==> config.mk <==
export PLATFORM = sky130hd
export DESIGN_NAME = laser_point_frame_transform_flat
export DESIGN_NICKNAME = d
export VERILOG_FILES = /design/src/hw/rtl/lpft_pkg.sv /design/src/hw/rtl/lpft_point_if.sv /design/src/hw/rtl/lpft_frame_if.sv /design/src/hw/rtl/lpft_mount_xform.sv /design/src/hw/rtl/laser_point_frame_transform.sv /design/src/flat_wrapper.sv
export SDC_FILE = /design/constraint.sdc
export NUM_CORES = 2
export LEC_CHECK = 0
export BUFFER_PORTS_ARGS = -buffer_cell sky130_fd_sc_hd__buf_2
export CORE_ASPECT_RATIO = 1.5
export CORE_MARGIN = 8
export CORE_UTILIZATION = 60
export DETAILED_ROUTE_END_ITERATION = 10
export PLACE_DENSITY = 0.85
export SLEW_MARGIN = 20
export SYNTH_ARGS = -nofsm -noshare
export SYNTH_HDL_FRONTEND = slang
export SYNTH_SLANG_ARGS = --single-unit
==> constraint.sdc <==
create_clock -name clk -period 11 [get_ports clk]
set_input_delay 1.1 -clock clk [delete_from_list [all_inputs] [get_ports clk]]
set_output_delay 1.1 -clock clk [all_outputs]
set_load 0.005 [all_outputs]
==> src/hw/rtl/lpft_pkg.sv <==
// Shared widths, constants and types for the laser point frame transform.
`timescale 1ns / 1ps

package lpft_pkg;

	localparam int BeamsPerSensorDef = 15;
	localparam int FracBitsDef       = 12;

	localparam int CoordW = 16;             // point and frame coordinates
	localparam int RangeW = 15;             // range gate register
	localparam int LimW   = 2 * RangeW;     // squared range limit
	localparam int SegW   = 2;
	localparam int XfW    = CoordW + 2;     // transformed coordinate before clamping
	localparam int SqW    = 2 * XfW;        // one squared coordinate

	localparam logic [RangeW-1:0] RangeReset = RangeW'(20480);

	// mounting distances in units of 1e-5 m
	localparam int MountSideX  = 1800;
	localparam int MountSideY  = 8990;
	localparam int MountFrontX = 5620;
	localparam int MountScale  = 100000;

	typedef enum logic [SegW-1:0] {
		SEG_RIGHT = 2'd0,
		SEG_FRONT = 2'd1,
		SEG_LEFT  = 2'd2,
		SEG_DONE  = 2'd3     // beam past the last sensor
	} seg_t;

endpackage

==> src/hw/rtl/lpft_point_if.sv <==
// Input channel: one raw laser point per word.
`timescale 1ns / 1ps

interface lpft_point_if import lpft_pkg::*; ();
	logic                     valid;
	logic                     ready;
	logic                     first_of_scan;
	logic signed [CoordW-1:0] point_x;
	logic signed [CoordW-1:0] point_y;

	modport source (output valid, first_of_scan, point_x, point_y, input ready);
	modport sink   (input valid, first_of_scan, point_x, point_y, output ready);
endinterface

==> src/hw/rtl/lpft_frame_if.sv <==
// Output channel: one robot-frame point per word.
`timescale 1ns / 1ps

interface lpft_frame_if import lpft_pkg::*; ();
	logic                     valid;
	logic                     ready;
	logic signed [CoordW-1:0] frame_x;
	logic signed [CoordW-1:0] frame_y;
	logic        [SegW-1:0]   sensor_segment;

	modport source (output valid, frame_x, frame_y, sensor_segment, input ready);
	modport sink   (input valid, frame_x, frame_y, sensor_segment, output ready);
endinterface

==> src/hw/rtl/lpft_mount_xform.sv <==
// Per-sensor quarter turn and mounting offset into the robot frame.
`timescale 1ns / 1ps

module lpft_mount_xform import lpft_pkg::*; #(
	parameter int FRAC_BITS = FracBitsDef
) (
	input  seg_t                     seg,
	input  logic signed [CoordW-1:0] point_x,
	input  logic signed [CoordW-1:0] point_y,
	output logic signed [XfW-1:0]    tx,
	output logic signed [XfW-1:0]    ty
);

	// offsets rounded to nearest at FRAC_BITS
	localparam int OffSideXInt  = ((MountSideX  << FRAC_BITS) + MountScale / 2) / MountScale;
	localparam int OffSideYInt  = ((MountSideY  << FRAC_BITS) + MountScale / 2) / MountScale;
	localparam int OffFrontXInt = ((MountFrontX << FRAC_BITS) + MountScale / 2) / MountScale;

	localparam logic signed [XfW-1:0] OffSideX  = XfW'(OffSideXInt);
	localparam logic signed [XfW-1:0] OffSideY  = XfW'(OffSideYInt);
	localparam logic signed [XfW-1:0] OffFrontX = XfW'(OffFrontXInt);

	logic signed [XfW-1:0] px_e;
	logic signed [XfW-1:0] py_e;

	assign px_e = XfW'(point_x);
	assign py_e = XfW'(point_y);

	always_comb begin
		case (seg)
			SEG_RIGHT: begin
				tx = py_e - OffSideX;
				ty = -px_e - OffSideY;
			end
			SEG_FRONT: begin
				tx = px_e + OffFrontX;
				ty = py_e;
			end
			SEG_LEFT: begin
				tx = -py_e - OffSideX;
				ty = px_e + OffSideY;
			end
			default: begin
				tx = '0;
				ty = '0;
			end
		endcase
	end

endmodule

==> src/hw/rtl/laser_point_frame_transform.sv <==
// Top level: beam tracking, frame transform, range gate and output register.
//
//  channel  | dir | word
//  ---------+-----+--------------------------------------------------
//  points   | in  | first_of_scan, point_x, point_y
//  frames   | out | frame_x, frame_y, sensor_segment
//  cfg      | in  | cfg_we, cfg_wdata = range gate (no read-back)
//
//  One word per clock while frames.ready stays high; an accepted word passes the
//  input stage, the squaring stage and the range compare into the output register.
//  Two 18x18 squarers in the middle stage set the cycle.
//  Reset clears the beam tracker, stage valids and sets the range gate to 5.0 m.
//  A stalled output holds the pipe back one stage at a time; dropped and
//  out-of-range points leave bubbles that are squeezed out by later words.
`timescale 1ns / 1ps

module laser_point_frame_transform import lpft_pkg::*; #(
	parameter int BEAMS_PER_SENSOR = BeamsPerSensorDef,
	parameter int FRAC_BITS        = FracBitsDef
) (
	input  logic              clk,
	input  logic              arst_n,
	input  logic              cfg_we,
	input  logic [RangeW-1:0] cfg_wdata,
	lpft_point_if.sink        points,
	lpft_frame_if.source      frames
);

	localparam int IdxW = (BEAMS_PER_SENSOR > 1) ? $clog2(BEAMS_PER_SENSOR) : 1;
	localparam logic [IdxW-1:0] IdxLast = IdxW'(BEAMS_PER_SENSOR - 1);

	function automatic logic signed [CoordW-1:0] sat_coord(input logic signed [XfW-1:0] v);
		logic signed [XfW-1:0] hi;
		logic signed [XfW-1:0] lo;
		hi = XfW'({1'b0, {(CoordW-1){1'b1}}});
		lo = -hi - XfW'(1);
		if (v > hi)
			sat_coord = {1'b0, {(CoordW-1){1'b1}}};
		else if (v < lo)
			sat_coord = {1'b1, {(CoordW-1){1'b0}}};
		else
			sat_coord = v[CoordW-1:0];
	endfunction

	// squared range limit, worked out when the register is written
	logic [LimW-1:0] lim_q;

	always_ff @(posedge clk or negedge arst_n) begin
		if (!arst_n) begin
			lim_q <= LimW'(RangeReset) * LimW'(RangeReset);
		end else if (cfg_we) begin
			lim_q <= LimW'(cfg_wdata) * LimW'(cfg_wdata);
		end
	end

	// handshake chain
	logic v_s1, v_s2, out_v_q;
	logic s1_ld, s2_ld, out_ld, accept;

	assign out_ld       = !out_v_q || frames.ready;
	assign s2_ld        = !v_s2 || out_ld;
	assign s1_ld        = !v_s1 || s2_ld;
	assign points.ready = s1_ld;
	assign accept       = points.valid && s1_ld;

	// beam tracker: sensor segment and beam within it
	seg_t            seg_q, seg_cur, seg_nxt;
	logic [IdxW-1:0] idx_q, idx_cur, idx_nxt;

	always_comb begin
		seg_cur = points.first_of_scan ? SEG_RIGHT : seg_q;
		idx_cur = points.first_of_scan ? '0 : idx_q;
		seg_nxt = seg_cur;
		idx_nxt = idx_cur;
		if (seg_cur != SEG_DONE) begin
			if (idx_cur == IdxLast) begin
				idx_nxt = '0;
				case (seg_cur)
					SEG_RIGHT: seg_nxt = SEG_FRONT;
					SEG_FRONT: seg_nxt = SEG_LEFT;
					default:   seg_nxt = SEG_DONE;
				endcase
			end else begin
				idx_nxt = idx_cur + IdxW'(1);
			end
		end
	end

	always_ff @(posedge clk or negedge arst_n) begin
		if (!arst_n) begin
			seg_q <= SEG_RIGHT;
			idx_q <= '0;
		end else if (accept) begin
			seg_q <= seg_nxt;
			idx_q <= idx_nxt;
		end
	end

	// input stage
	seg_t                     seg_s1;
	logic signed [CoordW-1:0] px_s1, py_s1;

	always_ff @(posedge clk or negedge arst_n) begin
		if (!arst_n) begin
			v_s1 <= 1'b0;
		end else if (s1_ld) begin
			v_s1 <= accept && (seg_cur != SEG_DONE);
		end
	end

	always_ff @(posedge clk) begin
		if (accept) begin
			seg_s1 <= seg_cur;
			px_s1  <= points.point_x;
			py_s1  <= points.point_y;
		end
	end

	// transform and squares
	logic signed [XfW-1:0] tx, ty;
	logic signed [SqW-1:0] sqx, sqy;

	lpft_mount_xform #(
		.FRAC_BITS (FRAC_BITS)
	) u_xform (
		.seg     (seg_s1),
		.point_x (px_s1),
		.point_y (py_s1),
		.tx      (tx),
		.ty      (ty)
	);

	assign sqx = tx * tx;
	assign sqy = ty * ty;

	seg_t                     seg_s2;
	logic signed [CoordW-1:0] fx_s2, fy_s2;
	logic        [SqW-1:0]    sqx_s2, sqy_s2;

	always_ff @(posedge clk or negedge arst_n) begin
		if (!arst_n) begin
			v_s2 <= 1'b0;
		end else if (s2_ld) begin
			v_s2 <= v_s1;
		end
	end

	always_ff @(posedge clk) begin
		if (s2_ld && v_s1) begin
			seg_s2 <= seg_s1;
			fx_s2  <= sat_coord(tx);
			fy_s2  <= sat_coord(ty);
			sqx_s2 <= unsigned'(sqx);
			sqy_s2 <= unsigned'(sqy);
		end
	end

	// range gate on the exact sum, strict less-than
	logic [SqW:0] r2;
	logic         in_range;

	assign r2       = {1'b0, sqx_s2} + {1'b0, sqy_s2};
	assign in_range = r2 < (SqW+1)'(lim_q);

	logic signed [CoordW-1:0] frame_x_q, frame_y_q;
	seg_t                     seg_out_q;

	always_ff @(posedge clk or negedge arst_n) begin
		if (!arst_n) begin
			out_v_q <= 1'b0;
		end else if (out_ld) begin
			out_v_q <= v_s2 && in_range;
		end
	end

	always_ff @(posedge clk) begin
		if (out_ld && v_s2) begin
			frame_x_q <= fx_s2;
			frame_y_q <= fy_s2;
			seg_out_q <= seg_s2;
		end
	end

	assign frames.valid          = out_v_q;
	assign frames.frame_x        = frame_x_q;
	assign frames.frame_y        = frame_y_q;
	assign frames.sensor_segment = SegW'(seg_out_q);

endmodule

==> src/flat_wrapper.sv <==
// flat-port wrapper written by rule: the top's interface ports become plain ports
module laser_point_frame_transform_flat import lpft_pkg::*;
#(
	parameter int BEAMS_PER_SENSOR = BeamsPerSensorDef,
	parameter int FRAC_BITS        = FracBitsDef
)
  (clk, arst_n, cfg_we, cfg_wdata, points_valid, points_first_of_scan, points_point_x, points_point_y, points_ready, frames_valid, frames_frame_x, frames_frame_y, frames_sensor_segment, frames_ready);
  lpft_point_if points_i ();
  lpft_frame_if frames_i ();
  input  logic clk;
  input  logic arst_n;
  input  logic cfg_we;
  input  logic [RangeW-1:0] cfg_wdata;
  input wire logic [$bits(points_i.valid)-1:0] points_valid;
  input wire logic [$bits(points_i.first_of_scan)-1:0] points_first_of_scan;
  input wire logic [$bits(points_i.point_x)-1:0] points_point_x;
  input wire logic [$bits(points_i.point_y)-1:0] points_point_y;
  output wire logic [$bits(points_i.ready)-1:0] points_ready;
  output wire logic [$bits(frames_i.valid)-1:0] frames_valid;
  output wire logic [$bits(frames_i.frame_x)-1:0] frames_frame_x;
  output wire logic [$bits(frames_i.frame_y)-1:0] frames_frame_y;
  output wire logic [$bits(frames_i.sensor_segment)-1:0] frames_sensor_segment;
  input wire logic [$bits(frames_i.ready)-1:0] frames_ready;
  assign points_i.valid = points_valid;
  assign points_i.first_of_scan = points_first_of_scan;
  assign points_i.point_x = points_point_x;
  assign points_i.point_y = points_point_y;
  assign points_ready = points_i.ready;
  assign frames_valid = frames_i.valid;
  assign frames_frame_x = frames_i.frame_x;
  assign frames_frame_y = frames_i.frame_y;
  assign frames_sensor_segment = frames_i.sensor_segment;
  assign frames_i.ready = frames_ready;
  laser_point_frame_transform #(.BEAMS_PER_SENSOR(BEAMS_PER_SENSOR), .FRAC_BITS(FRAC_BITS)) u_core (.clk(clk), .arst_n(arst_n), .cfg_we(cfg_we), .cfg_wdata(cfg_wdata), .points(points_i), .frames(frames_i));
endmodule
==> reports/qor.yml <==
floorplanning:
  die_h_um: 325
  ios: 89
  core_region_area_mm2: 0.0631
  rows: 113
  start_util: 0.604
  dieArea_mm2: 0.0720
  die_x_um: 222
synth:
  ys_top_cells_by_area: "fa_1 (38%), edfxtp_1 (14%), ha_1 (12%), inv_1 (9.5%), nand2_1 (3.5%)"
  yosysWarnings: 0
  syn_avg_cell_area_um2: 9.73
  synth_most_common_cell: "inv_1"
  ys_types: 83
  postSynthRegisterBits: 210
  ys_top_cells_by_count: "inv_1 (963), fa_1 (731), ha_1 (366), nand2_1 (356), nor2_1 (233)"
  synth_largest_area_cell: "fa_1"
  yosys.area.top_type_share: 0.384
  synth_cells: 3914
  ys_async_sr_fraction: 0.181
  synth_area_mm2: 0.0381
  synth_edf_count: 172
  ys_seq_area_frac: 0.161
  ys.flop_type: "edfxtp_1"
  synthesis.nets: 5064
worst_setup_path:
  cpMostUsedCell: "fa_1"
  crit_buf_inv: 7
  cp_data_required_time_ns: 11.30
  cp_max_fo: 11
  cp-startpoint: "u_core.px_s1[5]"
  crit_family: "adder cells"
  path_class: "register to register"
  worstSetupStartpointType: "register"
  reg2reg_from: "u_core.px_s1[5]"
  critPathSlowestCell: "fa_1"
  arrival_ns: 9.58
  cp-end-kind: "register"
  slowest_delay_ns: 0.55
  r2r_slack_ns: 1.72
place:
  port_buffers: 88
  dp.final_hpwl_um: 77500
  post_dp_cell_area_mm2: 0.0394
  globalplace.congestion: 0.952
  placed_cells: 4746
timing:
  skew_ns: 0.0175
  finalCritPeriodShare: 0.844
  relSlewSlack: 0.268
  maxSlewViolCount: 0
  max_freq_ghz: 0.108
  period_needed_ns: 9.28
  fin_tns_setup_ns: 0
  hold_violations: 0
  worst_pin_slew_ns: 1.09
  setup_viol: 0
  rsz0062_at_grt: "no"
global_route:
  antenna_found_initial: 3
  grt.overflow.total: 0
  grt_pass1_vias: 31223
  grt_max_degree: 61
  grt_use_total: 0.272
  grt_first_pass_wirelength_um: 156000
drt:
  drt-total-wl_um: 96200
  drtIter0Drc: 1802
  wl_per_cell_um: 20.1
  drc: 0
  num_vias: 27986
  drt-pass1-iter-count: 5
  routed_via_density: 5.85
  drtAntennaViolNets: 0
worst_hold_path:
  hold_start: "u_core.fy_s2[5]"
  min_path_type: "register to register"
cts:
  cts_hold_buffers: 0
  post_cts_resized: 0
  numClockSinks: 210
  root_buffer: "clkbuf_16"
  clockBufferDepth: 3
  clk_pin_slew_ns: 0.06
  cts_tree: "yes"
  cts_buffers: 23
  clk_latency_ns: 0.55
  htreeDepth: 1
  cts_post_setup_buffers_inserted: 0
finish:
  nNetsFinal: 5116
  areaGrowthSynthToFinish_pct: 5.48
  final_cells: 4787
  fin_area_mm2: 0.0402
  drive_gt1_frac: 0.0517
  diodes: 0
run:
  maxCapViolCount: 0
status:
  status: "finished, final reports clean"
[cells by family after synthesis]
logic type               share of synthesized area
adder cells (fa/ha/maj)                      0.504
AO/OA/AOI/OAI                               0.0821
AND/OR/NAND/NOR                              0.102
flip-flops                                   0.161
multiplexers                               0.00410
buffers and inverters                        0.106
XOR/XNOR                                    0.0407
[registers in the layout (all words and copies together) (netlist names), 4 cells and up]
signal	count
u_core.frames.frame_x	16
u_core.lim_q	29
u_core.px_s1	16
u_core.fy_s2	16
u_core.sqx_s2	35
u_core.frames.frame_y	16
u_core.sqy_s2	35
u_core.idx_q	4
u_core.py_s1	16
u_core.fx_s2	16
[routing by layer]
metal,global-route usage,up-vias,share of wire
li1,-,12220,-
met1,0.286,13909,0.33
met2,0.488,1333,0.51
met3,0.0509,518,0.080
met4,0.187,6,0.083
met5,0,-,0.00046
[path summary, 6_finish.rpt]
kind	end	depth (start not counted)
setup / recovery	u_core.sqy_s2[33]	33
hold / removal	u_core.frames.frame_y[5]	0
setup reg to reg	u_core.sqy_s2[33]	33
hold reg to reg	u_core.frames.frame_y[5]	0
max in group asynchronous	u_core.lim_q[26]	1
min in group asynchronous	u_core.lim_q[5]	1
[final cells by class]
cell class                 count  area (µm²)
fill                        4849       22900
clock inverter                14         149
sequential                   210        6120
clock buffer                  27         601
inverter                     973        3660
timing repair buffer         121         688
tap                          805        1010
multi-input combinational   2637       28000
[metrics by stage]
step,hold WS [ns],utilization,worst slack (ns)
after CTS,0.422,0.637,1.82
final,0.419,0.637,1.72
after floorplan,0.400,-,2.66
after global placement,0.401,0.625,2.10
after global routing,0.423,0.637,1.18
after detailed placement,0.405,0.625,1.88
[cells in the final DEF, fill, tap and decap left out, drive strengths merged, types with 39 or more instances in the layout]
master	n
ha	366
nor2	234
and2	73
xnor2	130
inv	970
nand3	39
buf	121
fa	731
a21o	63
nand2	356
a21oi	123
xor2	47
o21ai	141
edfxtp	172
Power is not shown: default switching activity piles up to over one toggle a cycle in this logic, so the estimate is an artifact.
